[config.mk]
export PLATFORM = sky130hd
export DESIGN_NAME = odo_ctrl
export DESIGN_NICKNAME = d
export VERILOG_FILES = /design/src/rtl/core/odo_pkg.sv /design/src/rtl/core/odo_ctrl.sv
export SDC_FILE = /design/constraint.sdc
export NUM_CORES = 1
export LEC_CHECK = 0
export ABC_AREA = 1
export BUFFER_PORTS_ARGS = -buffer_cell sky130_fd_sc_hd__buf_2
export CAP_MARGIN = 5
export CORE_MARGIN = 2
export CORE_UTILIZATION = 55
export CTS_BUF_LIST = sky130_fd_sc_hd__clkbuf_8
export CTS_CLUSTER_DIAMETER = 200
export CTS_CLUSTER_SIZE = 25
export DETAILED_ROUTE_END_ITERATION = 10
export HOLD_SLACK_MARGIN = 0.05
export PLACE_DENSITY = 0.9
export SETUP_SLACK_MARGIN = 0.15
export SLEW_MARGIN = 10
export SYNTH_ARGS = -nofsm -noshare
export SYNTH_HDL_FRONTEND = slang
export SYNTH_SLANG_ARGS = --single-unit
[constraint.sdc]
create_clock -name clk -period 1.7 [get_ports clk]
set_clock_uncertainty 0.15 [all_clocks]
set_input_delay 0.34 -clock clk [delete_from_list [all_inputs] [get_ports clk]]
set_output_delay 0.34 -clock clk [all_outputs]
set_load 0.02 [all_outputs]
[src/rtl/core/odo_pkg.sv]
// odometry pose integrator: shared constants, command and status types, helpers
// no dependencies
package odo_pkg;

  localparam int CORDIC_STEPS = 24;
  localparam int RED_STEPS    = 11;
  localparam int DIV_BITS     = 76;
  localparam int DIV_LANES    = 4;
  localparam int CNT_W        = 7;
  localparam int CFG_AW       = 3;

  localparam logic REG_RADIUS       = 1'b0;
  localparam logic REG_RAD_PER_TICK = 1'b1;

  localparam logic signed [33:0] Q28_PI      = 34'sd843314857;
  localparam logic signed [33:0] Q28_HALF_PI = 34'sd421657428;
  localparam logic signed [33:0] Q28_TWO_PI  = 34'sd1686629713;
  localparam logic [41:0]        TWO_PI_W    = 42'd1686629713;
  localparam logic signed [33:0] CORDIC_GAIN = 34'sd652032874;

  localparam int LANE_LV = 0;
  localparam int LANE_AV = 1;
  localparam int LANE_LR = 2;
  localparam int LANE_RR = 3;

  typedef enum logic [2:0] {
    MOP_WL, MOP_WR, MOP_SLO, MOP_SHI, MOP_XLO, MOP_XHI, MOP_YLO, MOP_YHI
  } mop_t;

  typedef struct packed {
    logic       load;
    logic       mul_iss;
    logic       mul_cap;
    mop_t       mop;
    logic       red_init;
    logic       red_step;
    logic [3:0] red_k;
    logic       cor_init;
    logic       cor_step;
    logic [4:0] cor_idx;
    logic       div_init;
    logic       div_step;
    logic       update;
    logic       emit;
  } cmd_t;

  typedef struct packed {
    logic t_zero;
  } sts_t;

  function automatic logic [27:0] atan_q28(input logic [4:0] i);
    logic [27:0] v;
    unique case (i)
      5'd0:  v = 28'd210828714;
      5'd1:  v = 28'd124459457;
      5'd2:  v = 28'd65760959;
      5'd3:  v = 28'd33381290;
      5'd4:  v = 28'd16755422;
      5'd5:  v = 28'd8385879;
      5'd6:  v = 28'd4193963;
      5'd7:  v = 28'd2097109;
      5'd8:  v = 28'd1048571;
      5'd9:  v = 28'd524287;
      5'd10: v = 28'd262144;
      5'd11: v = 28'd131072;
      5'd12: v = 28'd65536;
      5'd13: v = 28'd32768;
      5'd14: v = 28'd16384;
      5'd15: v = 28'd8192;
      5'd16: v = 28'd4096;
      5'd17: v = 28'd2048;
      5'd18: v = 28'd1024;
      5'd19: v = 28'd512;
      5'd20: v = 28'd256;
      5'd21: v = 28'd128;
      5'd22: v = 28'd64;
      5'd23: v = 28'd32;
      5'd24: v = 28'd16;
      5'd25: v = 28'd8;
      5'd26: v = 28'd4;
      5'd27: v = 28'd2;
      5'd28: v = 28'd1;
      default: v = 28'd0;
    endcase
    return v;
  endfunction

  // shift right toward zero
  function automatic logic signed [33:0] tshr34(input logic signed [33:0] v,
                                                input logic [4:0] sh);
    logic [33:0] m;
    m = v[33] ? 34'(-v) : v;
    m = m >> sh;
    return v[33] ? $signed(34'(-m)) : $signed(m);
  endfunction

  // sign and magnitude to a saturated w-bit value, low bits valid
  function automatic logic [63:0] make_signed(input logic neg, input logic [75:0] mag,
                                              input logic [6:0] w);
    logic [75:0] lim;
    logic [63:0] m;
    lim = 76'd1 << (w - 7'd1);
    if (mag >= lim) begin
      m = neg ? 64'(-lim) : 64'(lim - 76'd1);
    end else begin
      m = neg ? 64'(-mag) : mag[63:0];
    end
    return m;
  endfunction

  // clamp into the signed w-bit range
  function automatic logic [63:0] sat_s(input logic signed [63:0] v, input logic [6:0] w);
    logic signed [63:0] hi;
    logic signed [63:0] lo;
    hi = $signed((64'd1 << (w - 7'd1)) - 64'd1);
    lo = -hi - 64'sd1;
    if (v > hi) return hi;
    if (v < lo) return lo;
    return v;
  endfunction

endpackage

[src/rtl/core/odo_ctrl.sv]
// odometry controller: sequences multiplier, angle reduction, cordic and divider
// depends on odo_pkg
module odo_ctrl (
  input  logic          clk,
  input  logic          rst_n,
  input  logic          in_valid,
  output logic          in_ready,
  output logic          out_valid,
  input  logic          out_ready,
  input  odo_pkg::sts_t sts,
  output odo_pkg::cmd_t cmd
);

  typedef enum logic [3:0] {
    ST_IDLE, ST_MISS, ST_MCAP, ST_RED, ST_CINIT, ST_CROT, ST_DIV, ST_UPD, ST_OUT
  } state_t;

  state_t                      state_r;
  logic [odo_pkg::CNT_W-1:0]   cnt_r;
  odo_pkg::mop_t               mop_r;
  logic                        out_valid_r;
  logic                        accept;

  assign in_ready  = (state_r == ST_IDLE);
  assign accept    = in_valid && in_ready;
  assign out_valid = out_valid_r;

  always_comb begin
    cmd         = '0;
    cmd.mop     = mop_r;
    cmd.red_k   = 4'(odo_pkg::RED_STEPS - 1) - cnt_r[3:0];
    cmd.cor_idx = cnt_r[4:0];
    unique case (state_r)
      ST_IDLE:  cmd.load = accept;
      ST_MISS:  cmd.mul_iss = 1'b1;
      ST_MCAP: begin
        cmd.mul_cap  = 1'b1;
        cmd.red_init = (mop_r == odo_pkg::MOP_SHI);
        cmd.div_init = (mop_r == odo_pkg::MOP_YHI);
      end
      ST_RED:   cmd.red_step = 1'b1;
      ST_CINIT: cmd.cor_init = 1'b1;
      ST_CROT:  cmd.cor_step = 1'b1;
      ST_DIV:   cmd.div_step = 1'b1;
      ST_UPD:   cmd.update = 1'b1;
      ST_OUT:   cmd.emit = !out_valid_r || out_ready;
      default:  cmd = '0;
    endcase
  end

  always_ff @(posedge clk) begin
    if (!rst_n) begin
      state_r     <= ST_IDLE;
      cnt_r       <= '0;
      mop_r       <= odo_pkg::MOP_WL;
      out_valid_r <= 1'b0;
    end else begin
      if (cmd.emit) begin
        out_valid_r <= 1'b1;
      end else if (out_ready) begin
        out_valid_r <= 1'b0;
      end
      unique case (state_r)
        ST_IDLE: begin
          if (accept) begin
            mop_r   <= odo_pkg::MOP_WL;
            state_r <= sts.t_zero ? ST_OUT : ST_MISS;
          end
        end
        ST_MISS: state_r <= ST_MCAP;
        ST_MCAP: begin
          cnt_r <= '0;
          if (mop_r == odo_pkg::MOP_SHI) begin
            state_r <= ST_RED;
          end else if (mop_r == odo_pkg::MOP_YHI) begin
            state_r <= ST_DIV;
          end else begin
            mop_r   <= odo_pkg::mop_t'(mop_r + 3'd1);
            state_r <= ST_MISS;
          end
        end
        ST_RED: begin
          if (cnt_r == odo_pkg::CNT_W'(odo_pkg::RED_STEPS - 1)) begin
            state_r <= ST_CINIT;
          end else begin
            cnt_r <= cnt_r + 1'b1;
          end
        end
        ST_CINIT: begin
          cnt_r   <= '0;
          state_r <= ST_CROT;
        end
        ST_CROT: begin
          if (cnt_r == odo_pkg::CNT_W'(odo_pkg::CORDIC_STEPS - 1)) begin
            mop_r   <= odo_pkg::MOP_XLO;
            state_r <= ST_MISS;
          end else begin
            cnt_r <= cnt_r + 1'b1;
          end
        end
        ST_DIV: begin
          if (cnt_r == odo_pkg::CNT_W'(odo_pkg::DIV_BITS - 1)) begin
            state_r <= ST_UPD;
          end else begin
            cnt_r <= cnt_r + 1'b1;
          end
        end
        ST_UPD: state_r <= ST_OUT;
        ST_OUT: begin
          if (cmd.emit) state_r <= ST_IDLE;
        end
        default: state_r <= ST_IDLE;
      endcase
    end
  end

  a_one_at_a_time: assert property (@(posedge clk) disable iff (!rst_n)
    accept |=> !in_ready)
    else $error("request taken while one is in flight");

  a_result_from_out: assert property (@(posedge clk) disable iff (!rst_n)
    $rose(out_valid_r) |-> $past(state_r == ST_OUT))
    else $error("result raised outside the output step");

  a_zero_step_short: assert property (@(posedge clk) disable iff (!rst_n)
    accept && sts.t_zero |=> state_r == ST_OUT)
    else $error("zero step time did not bypass the datapath");

endmodule

==> metrics.txt, run 1 <==
# TYPE chip_impl_metric gauge
chip_impl_metric{name="synth-seq-area-share",unit="%"} 24.32
chip_impl_info{name="most_repeated_cell_in_the_gate_level_netlist_after_synthesis",value="sky130_fd_sc_hd__nand2_1"} 1
chip_impl_metric{name="post_cts_hold_buffer_count",unit=""} 0
chip_impl_metric{name="io_buffers",unit=""} 29
chip_impl_info{name="worst_endpoint_kind",value="top-level output"} 1
chip_impl_metric{name="pin_count_of_the_biggest_net_entering_global_routing",unit=""} 10
chip_impl_metric{name="synth.ff_latch_count",unit=""} 15
chip_impl_metric{name="share_of_synthesized_area_spent_on_multiplexers",unit="%"} 0
chip_impl_info{name="failing_step",value="5_1_grt"} 1
chip_impl_metric{name="yosysUniqueCellTypes",unit=""} 27
chip_impl_metric{name="clock_sink_count",unit=""} 15
chip_impl_metric{name="finalWeightedCongestion",unit=""} 0.9576
chip_impl_metric{name="core.rowCount",unit=""} 17
chip_impl_metric{name="netlist_area",unit="um^2"} 1235
chip_impl_metric{name="number_of_flops_mapped_to_enable_cells_by_yosys",unit=""} 0
chip_impl_metric{name="x_dimension_of_the_die",unit="um"} 51.39
chip_impl_metric{name="post_synth.cell_area_avg",unit="um^2"} 5.881
chip_impl_metric{name="numPlacedInstances",unit=""} 273
chip_impl_metric{name="synthSimpleGateAreaFrac",unit="%"} 47.52
chip_impl_info{name="cts.root.buffer_cell",value="sky130_fd_sc_hd__clkbuf_8"} 1
chip_impl_metric{name="cts_max_level",unit=""} 1
chip_impl_info{name="run_status",value="aborted with a tool error"} 1
chip_impl_info{name="synth_top_family_by_area",value="simple AND/OR/NAND/NOR gates"} 1
chip_impl_metric{name="post_syn_instances",unit=""} 210
chip_impl_metric{name="synth_fa_ha_area_share",unit="%"} 6.079
chip_impl_metric{name="synthesis.nets",unit=""} 221
chip_impl_metric{name="synth-compound-area-share",unit="%"} 9.119
chip_impl_info{name="post_synth_main_area_contributors",value="sky130_fd_sc_hd__dfxtp_1, sky130_fd_sc_hd__nand2_1, sky130_fd_sc_hd__nor2_1"} 1
chip_impl_info{name="most_frequent_cells_after_synthesis",value="sky130_fd_sc_hd__nand2_1, sky130_fd_sc_hd__nor2_1, sky130_fd_sc_hd__inv_1"} 1
chip_impl_metric{name="i_o_pins",unit=""} 30
chip_impl_info{name="synth_ff_type",value="sky130_fd_sc_hd__dfxtp_1"} 1
chip_impl_metric{name="xor_xnor_cell_area_share_of_the_yosys_netlist",unit="%"} 1.418
chip_impl_metric{name="synth_async_sr_flop_share",unit="%"} 0
chip_impl_info{name="yosysTopAreaCell",value="sky130_fd_sc_hd__dfxtp_1"} 1
chip_impl_metric{name="yosysTopAreaCellShare",unit="%"} 24.32
chip_impl_metric{name="die-height",unit="um"} 51.39
chip_impl_metric{name="dpl.hpwl",unit="um"} 2407
chip_impl_info{name="worstEndpointGrtRepair",value="cmd[14]"} 1
chip_impl_metric{name="floorplan.initialDensity",unit="%"} 56.92
chip_impl_info{name="firstError",value="[ERROR DPL-0038] Utilization greater than 100%, impossible to legalize"} 1
chip_impl_metric{name="number_of_cts_inserted_buffers",unit=""} 3
chip_impl_metric{name="cts_buffer_depth",unit=""} 2
chip_impl_metric{name="yosys_warnings",unit=""} 0
cell families after synthesis:
| logic type | count (synthesis) |
|---|---|
| adders and majority gates | 6 |
| AOI/OAI and AO/OA | 21 |
| and+or+nand+nor | 130 |
| DFF | 15 |
| xor gates and xnor gates | 2 |
| buffers and inverters | 36 |
per-stage QoR:
| stage | worst slack, ns | instance area, um^2 | hold WS, ns |
|---|---|---|---|
| 2_1_floorplan | -0.07197 | 1251 | 0.3105 |
| 3_3_place_gp | 0.08010 | 1479 | 0.3312 |
| 3_5_place_dp | 0.07765 | 1479 | 0.3378 |
| 4_1_cts | -0.07213 | 2053 | 0.2175 |
timing repair:
action | 4_1_cts
cloned | 1
endpoints found under the setup margin | 38
pin swaps | 20
gates resized for setup | 111
buffers inserted | 20
endpoints found under the hold margin | 0
==> run 2: changes to the inputs <==
- CORE_AREA: not set -> 2 2 63 65
- CORE_MARGIN: 2 -> not set
- CORE_UTILIZATION: 55 -> not set
- CTS_BUF_LIST: sky130_fd_sc_hd__clkbuf_8 -> not set
- CTS_CLUSTER_DIAMETER: 200 -> not set
- CTS_CLUSTER_SIZE: 25 -> not set
- DIE_AREA: not set -> 0 0 65 67
- HOLD_SLACK_MARGIN: 0.05 -> not set
- PLACE_DENSITY: 0.9 -> not set
- PLACE_DENSITY_LB_ADDON: not set -> 0.15
- SETUP_SLACK_MARGIN: 0.15 -> not set
==> run 2 against run 1 <==
Against the previous run: the flow now finishes, with violations (negative setup slack); synthesized area stayed put; synthesized cell count stayed put.
==> metrics.txt, run 2 <==
# TYPE chip_impl_metric gauge
chip_impl_metric{name="drv_cap",unit=""} 0
chip_impl_metric{name="yosysTopAreaCellShare",unit="%"} 24.32
chip_impl_metric{name="slew_violations",unit=""} 0
chip_impl_metric{name="i_o_pins",unit=""} 30
chip_impl_metric{name="number_of_cts_inserted_buffers",unit=""} 3
chip_impl_metric{name="critical_path_required",unit="ns"} 1.21
chip_impl_metric{name="crit_fanout",unit=""} 6
chip_impl_metric{name="diodes",unit=""} 0
chip_impl_metric{name="vias_per_cell",unit=""} 4.972
chip_impl_metric{name="xor_xnor_cell_area_share_of_the_yosys_netlist",unit="%"} 1.418
chip_impl_metric{name="core_box_area",unit="um^2"} 3606
chip_impl_metric{name="share_of_synthesized_area_spent_on_multiplexers",unit="%"} 0
chip_impl_metric{name="io_buffers",unit=""} 29
chip_impl_metric{name="worst-slew-pin-transition",unit="ns"} 0.3630
chip_impl_metric{name="yosysUniqueCellTypes",unit=""} 27
chip_impl_metric{name="drcViolationCount",unit=""} 0
chip_impl_metric{name="preCtsSetupSlack",unit="ns"} 0.01926
chip_impl_info{name="critical_path.reg2reg.startpoint",value="state_r[2]$_SDFFE_PN0P_"} 1
chip_impl_metric{name="clk_latency",unit="ns"} 0.25
chip_impl_metric{name="dr.pass1.iters",unit=""} 6
chip_impl_info{name="run_status",value="complete, but fails checks"} 1
chip_impl_metric{name="cts_buffer_depth",unit=""} 2
chip_impl_metric{name="wire_per_inst",unit="um"} 13.16
chip_impl_metric{name="final_cell_area",unit="um^2"} 2132
chip_impl_metric{name="synth_async_sr_flop_share",unit="%"} 0
chip_impl_metric{name="drt_iter0_drc",unit=""} 71
chip_impl_info{name="synth_ff_type",value="sky130_fd_sc_hd__dfxtp_1"} 1
chip_impl_metric{name="clock_share_of_power",unit="%"} 8.9
chip_impl_info{name="critPathLaunch",value="state_r[2]$_SDFFE_PN0P_"} 1
chip_impl_metric{name="finalWorstPathRequiredPeriod",unit="ns"} 1.802
chip_impl_metric{name="dpl.hpwl",unit="um"} 2733
chip_impl_info{name="hp-start",value="rst_n"} 1
chip_impl_metric{name="fmax",unit="GHz"} 0.5549
chip_impl_info{name="hp-class",value="in -> reg"} 1
chip_impl_metric{name="vias",unit=""} 1586
chip_impl_metric{name="global_route_wire_length_before_repair",unit="um"} 6527
chip_impl_metric{name="core.rowCount",unit=""} 22
chip_impl_metric{name="groute.usage.overall",unit="%"} 19.49
chip_impl_metric{name="via_count_of_the_first_global_routing_pass",unit=""} 1470
chip_impl_metric{name="floorplan.initialDensity",unit="%"} 34.25
chip_impl_metric{name="setup_tns",unit="ns"} -1.540
chip_impl_info{name="cts.root.buffer_cell",value="sky130_fd_sc_hd__clkbuf_8"} 1
chip_impl_metric{name="drive_above_1_share",unit="%"} 53.87
chip_impl_metric{name="clock_sink_count",unit=""} 15
chip_impl_metric{name="synth-seq-area-share",unit="%"} 24.32
chip_impl_metric{name="power_leakage",unit="uW"} 0.0009513
chip_impl_metric{name="critical_path_arrival",unit="ns"} 1.31
chip_impl_metric{name="netlist_area",unit="um^2"} 1235
chip_impl_metric{name="yosys_warnings",unit=""} 0
chip_impl_info{name="yosysTopAreaCell",value="sky130_fd_sc_hd__dfxtp_1"} 1
chip_impl_metric{name="post_cts_hold_buffer_count",unit=""} 0
chip_impl_metric{name="setup_viol",unit=""} 28
chip_impl_info{name="tritoncts",value="yes"} 1
chip_impl_metric{name="post-route-worst-setup-slack",unit="ns"} -0.1020
chip_impl_metric{name="final_antenna_net_count",unit=""} 0
chip_impl_metric{name="synthSimpleGateAreaFrac",unit="%"} 47.52
chip_impl_metric{name="largest_reg_flops",unit=""} 7
chip_impl_metric{name="seqPwrFrac",unit="%"} 17.4
chip_impl_metric{name="post_dp_cell_area",unit="um^2"} 1514
chip_impl_metric{name="power.switching",unit="uW"} 1794
chip_impl_metric{name="vdd_ir_drop_max",unit="uV"} 856.9
chip_impl_metric{name="period_share",unit="%"} 106.0
chip_impl_metric{name="synth.ff_latch_count",unit=""} 15
chip_impl_metric{name="cell_pwr_density",unit="nW/um^2"} 1675
chip_impl_metric{name="post_syn_instances",unit=""} 210
chip_impl_info{name="end_kind",value="primary output"} 1
chip_impl_metric{name="worst_path_clk_slew",unit="ns"} 0.07
chip_impl_metric{name="die_area",unit="um^2"} 4355
chip_impl_metric{name="synthesis.nets",unit=""} 221
chip_impl_info{name="rsz_0062_raised_after_global_routing",value="yes"} 1
chip_impl_info{name="most_frequent_cells_after_synthesis",value="sky130_fd_sc_hd__nand2_1, sky130_fd_sc_hd__nor2_1, sky130_fd_sc_hd__inv_1"} 1
chip_impl_metric{name="synth_fa_ha_area_share",unit="%"} 6.079
chip_impl_info{name="most_repeated_cell_in_the_gate_level_netlist_after_synthesis",value="sky130_fd_sc_hd__nand2_1"} 1
chip_impl_metric{name="synth-compound-area-share",unit="%"} 9.119
chip_impl_metric{name="x_dimension_of_the_die",unit="um"} 65
chip_impl_metric{name="power.share.switching",unit="%"} 50.22
chip_impl_metric{name="cts_max_level",unit=""} 1
chip_impl_info{name="post_synth_main_area_contributors",value="sky130_fd_sc_hd__dfxtp_1, sky130_fd_sc_hd__nand2_1, sky130_fd_sc_hd__nor2_1"} 1
chip_impl_info{name="largestRegisters",value="cnt_r (7), state_r (4), mop_r (3)"} 1
chip_impl_metric{name="cellInternalPower",unit="uW"} 1778
chip_impl_metric{name="antenna_violations_before_repair",unit=""} 0
chip_impl_info{name="critical_path.startpoint_type",value="register"} 1
chip_impl_info{name="criticalPathCategory",value="reg -> out"} 1
chip_impl_metric{name="area_delta_synth_final",unit="%"} 72.64
chip_impl_metric{name="timing.max_slew.rel_slack",unit="%"} 75.65
chip_impl_metric{name="number_of_flops_mapped_to_enable_cells_by_yosys",unit=""} 0
chip_impl_metric{name="power.combinational.fraction",unit="%"} 73.7
chip_impl_metric{name="finalWeightedCongestion",unit=""} 0.8376
chip_impl_info{name="violated_checks",value="negative setup slack"} 1
chip_impl_metric{name="post_synth.cell_area_avg",unit="um^2"} 5.881
chip_impl_metric{name="grt_overflow_total",unit=""} 0
chip_impl_metric{name="power",unit="uW"} 3572
chip_impl_metric{name="pin_count_of_the_biggest_net_entering_global_routing",unit=""} 11
chip_impl_metric{name="fin_nets",unit=""} 283
chip_impl_metric{name="detail_route.wirelength",unit="um"} 4198
chip_impl_info{name="max_flop_register",value="cnt_r"} 1
chip_impl_info{name="mostFrequentLayoutCells",value="sky130_fd_sc_hd__nor2_1, sky130_fd_sc_hd__buf_4, sky130_fd_sc_hd__nand2_1"} 1
chip_impl_metric{name="finalHoldViolCount",unit=""} 0
chip_impl_info{name="synth_top_family_by_area",value="simple AND/OR/NAND/NOR gates"} 1
chip_impl_metric{name="die-height",unit="um"} 67
chip_impl_metric{name="fin_worst_hold_slack",unit="ns"} 0.2242
==> run 2: cell counts after synthesis <==
No cell type changed its count.
==> run 2: timing repair <==
| action | in CTS | in global routing |
|---|---|---|
| setup buffers | 14 | 4 |
| gates resized for setup | 75 | 59 |
| setup endpoints to repair | 24 | 37 |
| pin swaps | 10 | 14 |
| cloned | 1 | 0 |
==> run 2: critical path: stages, from the launching register on <==
cell and delay (ns):
sky130_fd_sc_hd__dfxtp_4 0.43, sky130_fd_sc_hd__inv_4 0.06, sky130_fd_sc_hd__a21oi_4 0.18, sky130_fd_sc_hd__buf_6 0.18, sky130_fd_sc_hd__a211oi_2 0.04, sky130_fd_sc_hd__buf_4 0.16
==> run 2: logic make-up after synthesis <==
kind of cell               after synthesis
and+or+nand+nor                        130
buffers and inverters                   36
AOI/OAI and AO/OA                       21
DFF                                     15
adders and majority gates                6
xor gates and xnor gates                 2
==> run 2: path summary, 6_finish.rpt <==
path | end | slack (ns) | cells past startpoint
worst max register to register | cnt_r[2]$_SDFFE_PN0P_ | -0.02 | 11
worst min-delay path | cnt_r[0]$_SDFFE_PN0P_ | 0.22 | 3
worst max-delay path | cmd[14] | -0.10 | 5
worst min register to register | cnt_r[5]$_SDFFE_PN0P_ | 0.36 | 2
==> run 2: layout make-up <==
type                    count  area [um^2]
repair buffers             60        509.2
flip-flops and latches     15        327.8
multi-input cells         159         1055
inverters                  33        131.4
well taps                  48        60.06
clock buffers               3        41.29
clock inverters             1        7.507
fillers                   315         1474
==> run 2: layer usage <==
metal	track usage, %	vias to the layer above	wire length [um]
met5	0	-	0
met4	5.585	0	49
met3	4.054	6	214
met2	34.66	53	2091
met1	23.53	742	1843
li1	-	785	-
==> run 2: stage by stage <==
| stage | util (%) | std cells |
|---|---|---|
| after global placement | 41.98 | 296 |
| final | 59.13 | 319 |
| after global routing | 59.13 | 319 |
| after CTS | 52.57 | 315 |
| after detailed placement | 41.98 | 296 |
| after floorplan | - | 210 |
==> run 2: power by group through the flow <==
| stage | Clock (uW) | Sequential [uW] | Combinational [uW] |
|---|---|---|---|
| floorplan | 0 | 551 | 1190 |
| global placement | 0 | 566 | 1710 |
| detailed placement | 0 | 561 | 1710 |
| CTS | 329 | 609 | 2180 |
| global route | 347 | 631 | 2840 |
| finish | 318 | 622 | 2630 |
Note: power is estimated with default switching activity, not from simulation.
